<file path="src/design/cfr_pkg.sv">
// ----------------------------------------------------------------------------
// Channel frame receiver package
// Shared constants, register indexes and result kind codes.
// ----------------------------------------------------------------------------
package cfr_pkg;

    // Payload store depth; strings keep at most MAX_LEN-1 bytes.
    localparam int MAX_LEN = 32;
    localparam int ADDR_W  = $clog2(MAX_LEN);

    localparam int BYTE_W  = 8;
    localparam int KIND_W  = 2;
    localparam int INDEX_W = 6;
    localparam int LEN_W   = 7;
    localparam int CFG_W   = 2;

    // Configuration register indexes.
    localparam logic [CFG_W-1:0] REG_STRING_CHANNEL = 2'd0;
    localparam logic [CFG_W-1:0] REG_FLOAT_BASE     = 2'd1;
    localparam logic [CFG_W-1:0] REG_INT16_BASE     = 2'd2;
    localparam logic [CFG_W-1:0] REG_CHANNEL_COUNT  = 2'd3;

    // Reset values of the configuration registers.
    localparam logic [BYTE_W-1:0] RST_STRING_CHANNEL = 8'd10;
    localparam logic [BYTE_W-1:0] RST_FLOAT_BASE     = 8'd11;
    localparam logic [BYTE_W-1:0] RST_INT16_BASE     = 8'd1;
    localparam logic [BYTE_W-1:0] RST_CHANNEL_COUNT  = 8'd9;

    // Result kinds.
    localparam logic [KIND_W-1:0] KIND_MSG     = 2'd0;
    localparam logic [KIND_W-1:0] KIND_ACQ_OFF = 2'd1;
    localparam logic [KIND_W-1:0] KIND_ACQ_ON  = 2'd2;

    // Payload lengths of the fixed-size channels.
    localparam logic [LEN_W-1:0] FLOAT_LEN = 7'd4;
    localparam logic [LEN_W-1:0] INT16_LEN = 7'd2;

endpackage

</file>
<file path="src/design/channel_frame_receiver_core.sv">
// ----------------------------------------------------------------------------
// Channel frame receiver core
// Assembles channel frames from link bytes in a payload memory and plays
// each finished frame out as a run of result items.
// ----------------------------------------------------------------------------
// Playout: after the last byte of a frame is accepted, each payload byte is read
//   from memory in ST_READ, then loaded into the output registers in ST_LOAD; a
//   frame that gives a single result uses ST_SINGLE. Input takes one byte per cycle
//   while a frame is assembled, is held off during a run; loads wait on a full slot.
// Reset: synchronous, active low; clears control state, acquisition flag and
//   configuration registers. The payload memory is not cleared.
module channel_frame_receiver_core (
    input  logic                              i_clk,
    input  logic                              i_rst_n,
    // configuration write channel
    input  logic                              i_cfg_valid,
    output logic                              o_cfg_ready,
    input  logic [cfr_pkg::CFG_W-1:0]         i_cfg_index,
    input  logic [cfr_pkg::BYTE_W-1:0]        i_cfg_data,
    // input byte channel
    input  logic                              i_rx_valid,
    output logic                              o_rx_ready,
    input  logic [cfr_pkg::BYTE_W-1:0]        i_rx_byte,
    // result channel
    output logic                              o_res_valid,
    input  logic                              i_res_ready,
    output logic [cfr_pkg::KIND_W-1:0]        o_kind,
    output logic [cfr_pkg::BYTE_W-1:0]        o_channel_id,
    output logic [cfr_pkg::BYTE_W-1:0]        o_data_byte,
    output logic [cfr_pkg::INDEX_W-1:0]       o_byte_index,
    output logic [cfr_pkg::LEN_W-1:0]         o_frame_length,
    output logic                              o_last,
    output logic                              o_acquisition_on
);

    typedef enum logic [1:0] {
        PH_WAIT,
        PH_FIXED,
        PH_STRING
    } t_phase;

    typedef enum logic [1:0] {
        ST_IDLE,
        ST_SINGLE,
        ST_READ,
        ST_LOAD
    } t_state;

    localparam int AW = cfr_pkg::ADDR_W;
    localparam int LW = cfr_pkg::LEN_W;
    localparam int BW = cfr_pkg::BYTE_W;

    localparam logic [LW-1:0] MAX_CNT = LW'(cfr_pkg::MAX_LEN);
    localparam logic [LW-1:0] STR_CNT = LW'(cfr_pkg::MAX_LEN - 1);

    // Configuration registers
    logic [BW-1:0] r_string_channel;
    logic [BW-1:0] r_float_base;
    logic [BW-1:0] r_int16_base;
    logic [BW-1:0] r_channel_count;

    // Control state
    t_state                      r_state, n_state;
    t_phase                      r_phase, n_phase;
    logic [BW-1:0]               r_channel, n_channel;
    logic [LW-1:0]               r_exp_len, n_exp_len;
    logic [LW-1:0]               r_cnt, n_cnt;
    logic [BW-1:0]               r_b0, n_b0;
    logic [BW-1:0]               r_b1, n_b1;
    logic                        r_acq, n_acq;
    logic [cfr_pkg::KIND_W-1:0]  r_kind, n_kind;
    logic [AW-1:0]               r_rd_idx, n_rd_idx;
    logic                        r_o_valid, n_o_valid;

    // Output payload registers
    logic [cfr_pkg::KIND_W-1:0]  r_o_kind, n_o_kind;
    logic [BW-1:0]               r_o_channel, n_o_channel;
    logic [BW-1:0]               r_o_data, n_o_data;
    logic [cfr_pkg::INDEX_W-1:0] r_o_index, n_o_index;
    logic [LW-1:0]               r_o_len, n_o_len;
    logic                        r_o_last, n_o_last;
    logic                        r_o_acq, n_o_acq;

    // Payload memory
    logic [BW-1:0] r_mem [cfr_pkg::MAX_LEN];
    logic [BW-1:0] r_rd_data;
    logic          mem_we;
    logic [AW-1:0] mem_wa;

    logic          rx_acc;
    logic          slot_free;
    logic          in_float;
    logic          in_int16;
    logic [BW:0]   float_end;
    logic [BW:0]   int16_end;
    logic [BW-1:0] eff_b0;
    logic [BW-1:0] eff_b1;
    logic          run_last;

    assign o_cfg_ready = 1'b1;
    assign o_rx_ready  = (r_state == ST_IDLE);
    assign rx_acc      = i_rx_valid && (r_state == ST_IDLE);
    assign slot_free   = !r_o_valid || i_res_ready;

    // Range bounds are formed one bit wider so they do not wrap.
    assign float_end = {1'b0, r_float_base} + {1'b0, r_channel_count};
    assign int16_end = {1'b0, r_int16_base} + {1'b0, r_channel_count};
    assign in_float  = (i_rx_byte >= r_float_base) && ({1'b0, i_rx_byte} < float_end);
    assign in_int16  = (i_rx_byte >= r_int16_base) && ({1'b0, i_rx_byte} < int16_end);

    assign run_last = ((LW'(r_rd_idx) + LW'(1)) == r_cnt);

    always_comb begin
        n_state     = r_state;
        n_phase     = r_phase;
        n_channel   = r_channel;
        n_exp_len   = r_exp_len;
        n_cnt       = r_cnt;
        n_b0        = r_b0;
        n_b1        = r_b1;
        n_acq       = r_acq;
        n_kind      = r_kind;
        n_rd_idx    = r_rd_idx;
        n_o_valid   = r_o_valid && !i_res_ready;
        n_o_kind    = r_o_kind;
        n_o_channel = r_o_channel;
        n_o_data    = r_o_data;
        n_o_index   = r_o_index;
        n_o_len     = r_o_len;
        n_o_last    = r_o_last;
        n_o_acq     = r_o_acq;
        mem_we      = 1'b0;
        mem_wa      = r_cnt[AW-1:0];
        eff_b0      = r_b0;
        eff_b1      = r_b1;

        case (r_state)
            ST_IDLE: begin
                if (rx_acc) begin
                    case (r_phase)
                        PH_WAIT: begin
                            n_channel = i_rx_byte;
                            n_cnt     = '0;
                            n_b0      = '0;
                            n_b1      = '0;
                            if (i_rx_byte == r_string_channel) begin
                                n_exp_len = '0;
                                if (i_rx_byte == '0) begin
                                    // A zero string channel ends an empty string at once.
                                    n_acq   = 1'b0;
                                    n_kind  = cfr_pkg::KIND_ACQ_OFF;
                                    n_state = ST_SINGLE;
                                end else begin
                                    n_phase = PH_STRING;
                                end
                            end else if (in_float) begin
                                n_exp_len = cfr_pkg::FLOAT_LEN;
                                n_phase   = PH_FIXED;
                            end else if (in_int16) begin
                                n_exp_len = cfr_pkg::INT16_LEN;
                                n_phase   = PH_FIXED;
                            end else begin
                                n_exp_len = '0;
                                n_kind    = cfr_pkg::KIND_MSG;
                                n_state   = ST_SINGLE;
                            end
                        end
                        PH_FIXED: begin
                            if (r_cnt < MAX_CNT) begin
                                mem_we = 1'b1;
                                n_cnt  = r_cnt + LW'(1);
                            end
                            if (n_cnt >= r_exp_len) begin
                                n_phase  = PH_WAIT;
                                n_kind   = cfr_pkg::KIND_MSG;
                                n_rd_idx = '0;
                                n_state  = (n_cnt == '0) ? ST_SINGLE : ST_READ;
                            end
                        end
                        PH_STRING: begin
                            if (r_cnt < STR_CNT) begin
                                mem_we = 1'b1;
                                n_cnt  = r_cnt + LW'(1);
                                if (r_cnt == LW'(0)) begin
                                    n_b0 = i_rx_byte;
                                end
                                if (r_cnt == LW'(1)) begin
                                    n_b1 = i_rx_byte;
                                end
                            end
                            eff_b0 = n_b0;
                            eff_b1 = n_b1;
                            if (i_rx_byte == '0) begin
                                n_phase  = PH_WAIT;
                                n_rd_idx = '0;
                                if (eff_b0 == '0 && eff_b1 == '0) begin
                                    n_acq   = 1'b0;
                                    n_kind  = cfr_pkg::KIND_ACQ_OFF;
                                    n_state = ST_SINGLE;
                                end else if (eff_b0 == BW'(1) && eff_b1 == '0) begin
                                    n_acq   = 1'b1;
                                    n_kind  = cfr_pkg::KIND_ACQ_ON;
                                    n_state = ST_SINGLE;
                                end else begin
                                    n_kind  = cfr_pkg::KIND_MSG;
                                    n_state = (n_cnt == '0) ? ST_SINGLE : ST_READ;
                                end
                            end
                        end
                        default: begin
                            n_phase = PH_WAIT;
                        end
                    endcase
                end
            end
            ST_SINGLE: begin
                // Empty frames and control strings give one result with no data.
                if (slot_free) begin
                    n_o_valid   = 1'b1;
                    n_o_kind    = r_kind;
                    n_o_channel = r_channel;
                    n_o_data    = '0;
                    n_o_index   = '0;
                    n_o_len     = r_cnt;
                    n_o_last    = 1'b1;
                    n_o_acq     = r_acq;
                    n_state     = ST_IDLE;
                end
            end
            ST_READ: begin
                n_state = ST_LOAD;
            end
            ST_LOAD: begin
                if (slot_free) begin
                    n_o_valid   = 1'b1;
                    n_o_kind    = cfr_pkg::KIND_MSG;
                    n_o_channel = r_channel;
                    n_o_data    = r_rd_data;
                    n_o_index   = cfr_pkg::INDEX_W'(r_rd_idx);
                    n_o_len     = r_cnt;
                    n_o_last    = run_last;
                    n_o_acq     = r_acq;
                    if (run_last) begin
                        n_state = ST_IDLE;
                    end else begin
                        n_rd_idx = r_rd_idx + AW'(1);
                        n_state  = ST_READ;
                    end
                end
            end
            default: begin
                n_state = ST_IDLE;
            end
        endcase
    end

    always_ff @(posedge i_clk) begin
        if (!i_rst_n) begin
            r_string_channel <= cfr_pkg::RST_STRING_CHANNEL;
            r_float_base     <= cfr_pkg::RST_FLOAT_BASE;
            r_int16_base     <= cfr_pkg::RST_INT16_BASE;
            r_channel_count  <= cfr_pkg::RST_CHANNEL_COUNT;
            r_state          <= ST_IDLE;
            r_phase          <= PH_WAIT;
            r_channel        <= '0;
            r_exp_len        <= '0;
            r_cnt            <= '0;
            r_b0             <= '0;
            r_b1             <= '0;
            r_acq            <= 1'b0;
            r_kind           <= cfr_pkg::KIND_MSG;
            r_rd_idx         <= '0;
            r_o_valid        <= 1'b0;
        end else begin
            if (i_cfg_valid) begin
                case (i_cfg_index)
                    cfr_pkg::REG_STRING_CHANNEL: r_string_channel <= i_cfg_data;
                    cfr_pkg::REG_FLOAT_BASE:     r_float_base     <= i_cfg_data;
                    cfr_pkg::REG_INT16_BASE:     r_int16_base     <= i_cfg_data;
                    cfr_pkg::REG_CHANNEL_COUNT:  r_channel_count  <= i_cfg_data;
                    default: begin
                    end
                endcase
            end
            r_state   <= n_state;
            r_phase   <= n_phase;
            r_channel <= n_channel;
            r_exp_len <= n_exp_len;
            r_cnt     <= n_cnt;
            r_b0      <= n_b0;
            r_b1      <= n_b1;
            r_acq     <= n_acq;
            r_kind    <= n_kind;
            r_rd_idx  <= n_rd_idx;
            r_o_valid <= n_o_valid;
        end
    end

    always_ff @(posedge i_clk) begin
        r_o_kind    <= n_o_kind;
        r_o_channel <= n_o_channel;
        r_o_data    <= n_o_data;
        r_o_index   <= n_o_index;
        r_o_len     <= n_o_len;
        r_o_last    <= n_o_last;
        r_o_acq     <= n_o_acq;
    end

    // Payload memory: one write port, one registered read port. Writes only
    // happen while idle and reads only during a run, so they never collide.
    always_ff @(posedge i_clk) begin
        if (mem_we) begin
            r_mem[mem_wa] <= i_rx_byte;
        end
        if (r_state == ST_READ) begin
            r_rd_data <= r_mem[r_rd_idx];
        end
    end

    assign o_res_valid      = r_o_valid;
    assign o_kind           = r_o_kind;
    assign o_channel_id     = r_o_channel;
    assign o_data_byte      = r_o_data;
    assign o_byte_index     = r_o_index;
    assign o_frame_length   = r_o_len;
    assign o_last           = r_o_last;
    assign o_acquisition_on = r_o_acq;

endmodule

</file>
<file path="config.mk">
export PLATFORM = sky130hd
export DESIGN_NAME = channel_frame_receiver_core
export DESIGN_NICKNAME = d
export VERILOG_FILES = /design/src/design/cfr_pkg.sv /design/src/design/channel_frame_receiver_core.sv
export SDC_FILE = /design/constraint.sdc
export NUM_CORES = 1
export LEC_CHECK = 0
export ABC_AREA = 1
export CORE_UTILIZATION = 60
export CTS_CLUSTER_SIZE = 16
export DETAILED_ROUTE_END_ITERATION = 8
export DONT_BUFFER_PORTS = 1
export MAX_ROUTING_LAYER = met4
export PLACE_DENSITY = 0.78
export RECOVER_POWER = 50
export SLEW_MARGIN = 15
export SYNTH_ARGS = -nofsm -noshare
export SYNTH_HDL_FRONTEND = slang
export SYNTH_SLANG_ARGS = --single-unit
</file>
<file path="constraint.sdc">
create_clock -name i_clk -period 4.33 [get_ports i_clk]
set_input_delay 0.866 -clock i_clk [delete_from_list [all_inputs] [get_ports i_clk]]
set_output_delay 0.866 -clock i_clk [all_outputs]
set_load 0.02 [all_outputs]
</file>
==> impl_metrics.env, run 1 <==
export IMPL_clockPowerShare_pct=38.6
export IMPL_synth_area_leader_cell="edfxtp_1"
export IMPL_min_period_ps=3216
export IMPL_post_cts_resized=0
export IMPL_ios=59
export IMPL_outcome="complete, no violations"
export IMPL_cts_sinks=374
export IMPL_ys_top_cells_by_area="edfxtp_1, dfxtp_1, nor2_1"
export IMPL_hold_class="flop to flop"
export IMPL_syn_cell_area_sq_um=16870
export IMPL_start_util_pct=60.91
export IMPL_power_density_nw_per_um2=472.2
export IMPL_cts_made_buffers=38
export IMPL_arrival_ps=3380
export IMPL_fmax_mhz=311.0
export IMPL_rsz0062_at_grt="false"
export IMPL_p_sw_share_pct=26.75
export IMPL_grt_use_total_pct=28.94
export IMPL_synth_edff_count=296
export IMPL_ys_flop_type="edfxtp_1"
export IMPL_grt_antenna_before_repair=0
export IMPL_diodes=0
export IMPL_synthCells=1610
export IMPL_fin_tns_setup_ps=0
export IMPL_cts_tree="done"
export IMPL_cp_required_ps=4500
export IMPL_firstDrtPassIters=6
export IMPL_max_slew_margin_pct=25.75
export IMPL_synth_top_area_share_pct=52.67
export IMPL_drive_above_1_share_pct=7.245
export IMPL_row_count=61
export IMPL_fp_dieH_um=169.7
export IMPL_fin_worst_skew_ps=26.24
export IMPL_vdd_ir_drop_worst_mv=0.4682
export IMPL_holdWs_ps=419.2
export IMPL_drtIter0Drc=1275
export IMPL_path_max_fanout=11
export IMPL_syn_avg_cell_area_sq_um=10.48
export IMPL_yosys_warnings=0
export IMPL_tightestPinTransition_ps=1110
export IMPL_p_int_uw=6376
export IMPL_worstSkewPairLatency_ps=540
export IMPL_grt_pass1_wl_um=61780
export IMPL_fin_nets=1669
export IMPL_sequentialPowerShare_pct=48.8
export IMPL_path_class="flop to flop"
export IMPL_power_frac_comb_pct=12.6
export IMPL_first_global_vias=11312
export IMPL_vias=12093
export IMPL_hold_viol=0
export IMPL_die_w_um=169.7
export IMPL_core_area_sq_um=27710
export IMPL_clk_pin_slew_ps=60
export IMPL_maxCapViolations=0
export IMPL_wl_per_cell_um=19.96
export IMPL_post_cts_buffers=0
export IMPL_areaGrowthSynthToFinish_pct=9.246
export IMPL_hpwl_um=24550
export IMPL_finalMaxSlewViolations=0
export IMPL_period_share_pct=74.26
export IMPL_postRouteAntennaNets=0
export IMPL_clockBufferDepth=3
export IMPL_die_area_sq_um=28800
export IMPL_ctsRootBufferMaster="clkbuf_16"
export IMPL_leakagePower_uw=0.006545
export IMPL_grt_max_degree=70
export IMPL_synth_cell_types=51
export IMPL_synth_seq_cells=374
export IMPL_via_per_inst=6.068
export IMPL_finalWirelength_um=39780
export IMPL_setup_violations=0
export IMPL_io_buffers=0
export IMPL_async_reset_ff_share_pct=0
export IMPL_worst_setup_path_start_kind="flop"
export IMPL_p_switching_uw=2328
export IMPL_gp_congestion=0.8974
export IMPL_cp_end_kind="flop"
export IMPL_synth_seq_area_share_pct=61.93
export IMPL_htree_num_levels=2
export IMPL_syn_nets=1692
export IMPL_grt_overflow=0
export IMPL_hold_buffers=0
export IMPL_drc=0
## layout make-up
type | instances | area [sq um]
Clock buffer | 46 | 1052
Clock inverter | 22 | 245.2
Fill cell | 2002 | 9270
Inverter | 106 | 400.4
Multi-Input combinational cell | 1053 | 5699
Sequential cell | 374 | 10460
Tap cell | 378 | 473.0
Timing Repair Buffer | 14 | 110.1
## power by group through the flow
stage | sequential, uW | combinational, uW | clock (uW)
after floorplan | 4280 | 800 | 0
after global placement | 4320 | 1040 | 0
after detailed placement | 4320 | 1080 | 0
after CTS | 4250 | 1090 | 3390
after global routing | 4260 | 1210 | 3520
final | 4250 | 1100 | 3360
## path summary, 6_finish.rpt
| path | start | endpoint | slack [ps] | cells past startpoint |
|---|---|---|---|---|
| worst max-delay path | r_cnt[6] | r_mem[18][5] | 1110 | 5 |
| worst min-delay path | r_channel[6] | o_channel_id[6] | 420 | 0 |
| worst max register to register | r_cnt[6] | r_mem[18][5] | 1110 | 5 |
| worst min register to register | r_channel[6] | o_channel_id[6] | 420 | 0 |
## placed cells by master, fill, tap and decap left out, drive strengths merged, types with 2 or more instances in the layout
master / n
nand3: 68
o22ai: 25
xnor2: 14
nor3: 6
nand4: 13
edfxtp: 296
or2: 2
nand2: 186
a31oi: 10
a32oi: 8
o221ai: 44
o21a: 4
fa: 2
inv: 104
buf: 12
o21ai: 194
a21oi: 70
nand3b: 4
o21bai: 2
clkinv: 17
nor2: 315
and2: 2
ha: 57
conb: 2
clkbuf: 48
bufinv: 4
o211ai: 2
a21o: 2
clkinvlp: 3
nor4: 2
xor2: 15
dfxtp: 78
## synthesized netlist by cell type, types with 5 or more instances
cell type and instances:
a32oi_1 8, ha_1 57, nand3_2 5, nand4_1 13
nor2_1 304, o21ai_0 188, a21oi_1 69, edfxtp_1 296
a31oi_1 10, inv_2 6, xnor2_1 14, o21ai_1 5
nor2_2 8, nand2_2 12, nand2_1 171, xor2_1 15
nand3_1 63, clkbuf_1 58, o22ai_1 25, dfxtp_1 78
buf_2 12, o221ai_1 44, inv_1 97
## cell families (layout without fill, tap and decap cells)
logic type,after synthesis,count (layout),synth area share [%]
AOI/OAI and AO/OA,365,365,12.63
and+or+nand+nor,598,598,15.13
buffers and inverters,183,188,4.300
DFF,374,374,61.93
adders and majority gates,59,59,4.464
other,2,2,0.04450
xor gates and xnor gates,29,29,1.505
## metrics by stage
| stage | cell area (sq um) | std cells | worst slack, ps | total power (uW) | utilization, % |
|---|---|---|---|---|---|
| 2_1_floorplan | 16870 | 1610 | 1595 | 5081 | - |
| 3_3_place_gp | 17150 | 1925 | 1266 | 5359 | 61.88 |
| 3_5_place_dp | 17150 | 1925 | 1184 | 5396 | 61.88 |
| 4_1_cts | 18440 | 1993 | 1178 | 8719 | 66.57 |
| 5_1_grt | 18440 | 1993 | 884.5 | 8998 | 66.54 |
| 6_report | 18440 | 1993 | 1114 | 8705 | 66.54 |
## state kept, by name, indices dropped and copies added, names as in the netlist, 8 cells and up
signal            cells
r_int16_base          8
r_rd_data             8
r_float_base          8
r_string_channel      8
r_mem               256
o_data_byte           8
r_channel_count       8
r_b1                  8
o_channel_id          8
r_channel             8
r_b0                  8
## layer usage
| metal | wire length [um] | track usage [%] |
|---|---|---|
| met4 | 1336 | 10.89 |
| met3 | 3218 | 4.827 |
| met5 | 0 | - |
| met2 | 19440 | 46.76 |
| met1 | 15780 | 36.80 |
## worst max-delay path, stage by stage (launching register included)
cell	delay [ps]
dfxtp_1	380
nor2_1	520
inv_1	240
a2111oi_4	510
nand2_1	430
nor2_1	760
(Power assumes the default switching activity.)
==> run 2, diff against run 1 <==
clock period = 3.3 ns   (was 4.33 ns; I/O delays follow)
==> run 2 against run 1 <==
Hold slack worse by 190 ps. Total power up 31%. First-iteration DRC count increased by 6.8%. Flip-flop and latch count unchanged. Setup slack worse by 930 ps. Critical path type unchanged. Largest power group unchanged. Highest routed layer unchanged.
==> impl_metrics.env, run 2 (same netlist as run 1, synthesis figures left out) <==
export IMPL_tightestPinTransition_ps=994.9
export IMPL_worst_setup_path_start_kind="flop"
export IMPL_grt_overflow=0
export IMPL_fin_cells=2032
export IMPL_row_count=61
export IMPL_layout_common_cells="nor2_1, edfxtp_1, o21ai_0, nand2_1, inv_1"
export IMPL_max_slew_margin_pct=33.67
export IMPL_path_max_fanout=4
export IMPL_via_per_inst=6.016
export IMPL_firstDrtPassIters=6
export IMPL_grt_pass1_wl_um=62280
export IMPL_first_global_vias=11667
export IMPL_hold_class="input port to flop"
export IMPL_hold_viol=0
export IMPL_final_common_cell="nor2_1"
export IMPL_postRouteAntennaNets=0
export IMPL_drc=0
export IMPL_start_util_pct=60.91
export IMPL_path_class="flop to flop"
export IMPL_setup_violations=0
export IMPL_drive_above_1_share_pct=9.250
export IMPL_core_area_sq_um=27710
export IMPL_hpwl_um=24420
export IMPL_cp_end_kind="flop"
export IMPL_io_buffers=0
export IMPL_areaGrowthSynthToFinish_pct=10.80
export IMPL_timing_final_ws_setup_ps=180.0
export IMPL_htree_num_levels=2
export IMPL_ios=59
export IMPL_holdWs_ps=230.9
export IMPL_arrival_ps=3540
export IMPL_period_share_pct=94.55
export IMPL_die_area_sq_um=28800
export IMPL_finalWirelength_um=39970
export IMPL_ctsRootBufferMaster="clkbuf_16"
export IMPL_worstSkewPairLatency_ps=530
export IMPL_leakagePower_uw=0.006745
export IMPL_grt_use_total_pct=29.05
export IMPL_cts_tree="done"
export IMPL_fmax_mhz=320.5
export IMPL_maxCapViolations=0
export IMPL_cts_made_buffers=39
export IMPL_grt_max_degree=68
export IMPL_die_w_um=169.7
export IMPL_power_density_nw_per_um2=608.5
export IMPL_fp_dieH_um=169.7
export IMPL_hold_buffers=0
export IMPL_placed_cells=1961
export IMPL_fin_nets=1706
export IMPL_outcome="complete, no violations"
export IMPL_min_period_ps=3120
export IMPL_finalMaxSlewViolations=0
export IMPL_diodes=0
export IMPL_clockBufferDepth=3
export IMPL_gp_congestion=0.9128
export IMPL_cts_sinks=374
export IMPL_cp_required_ps=3720
export IMPL_clk_pin_slew_ps=60
export IMPL_utilization_pct=67.48
export IMPL_dp_slack_ps=179.9
export IMPL_grt_antenna_before_repair=0
export IMPL_drtIter0Drc=1362
export IMPL_fin_worst_skew_ps=19.06
export IMPL_vias=12225
export IMPL_wl_per_cell_um=19.67
export IMPL_vdd_ir_drop_worst_mv=0.4568
export IMPL_top_register="r_mem"
export IMPL_largest_reg_flops=256
export IMPL_total_power_uw=11380
[run 2: critical path, cell delays in order, from the launching register on]
cell and delay (ps):
dfxtp_1 360, ha_1 190, inv_1 60, fa_1 400
nand3b_1 190, nand2_1 130, a31oi_1 100, xor2_1 150
ha_1 290, nand2_1 50, inv_1 40, nand4_1 110
nor2_1 110, nor2_1 50, nand3_1 180, nand2_2 130
a21oi_1 200, o21ai_1 100, and2_1 160
[run 2: area by class of cell]
cell class,instances,area (sq um)
sequential,374,10460
fill,1944,9009
multi-input combinational,1053,5707
clock buffer,48,1020
tap,378,473.0
timing repair buffer,50,401.6
inverter,106,400.4
clock inverter,23,240.2
[run 2: report_power, final]
part	leakage [uW]	internal (uW)	switching, uW
combinational	0.00281	464	1010
sequential	0.00331	5330	257
clock	0.000625	2530	1790
[run 2: per-layer routing]
layer / share of wire (%) / vias up / GRT usage [%] / wire [um]
met5: 0 / - / - / 0
met4: 3.9 / 0 / 12.30 / 1555
met3: 7.5 / 98 / 4.128 / 3013
met2: 49 / 585 / 47.99 / 19410
met1: 40 / 5834 / 35.90 / 16000
li1: - / 5708 / - / -
[run 2: worst paths after layout]
check,start,end,slack [ps],depth (start not counted)
worst min register to register,r_channel[2],o_channel_id[2],430,0
worst max-delay path,r_int16_base[0],r_state[0],180,18
worst min-delay path,i_rx_byte[6],r_mem[3][6],230,0
worst max register to register,r_int16_base[0],r_state[0],180,18
[run 2: per-stage QoR]
step,TNS [ps],cell area (sq um)
2_1_floorplan,0,16870
4_1_cts,0,18700
6_report,0,18700
5_1_grt,-50.59,18700
3_3_place_gp,0,17440
3_5_place_dp,0,17440
[run 2: timing repair]
| action | CTS | global route |
|---|---|---|
| gates resized for setup | 0 | 3 |
| setup endpoints to repair | 0 | 3 |
| hold endpoints to repair | 0 | 0 |
| buffers inserted | 0 | 0 |
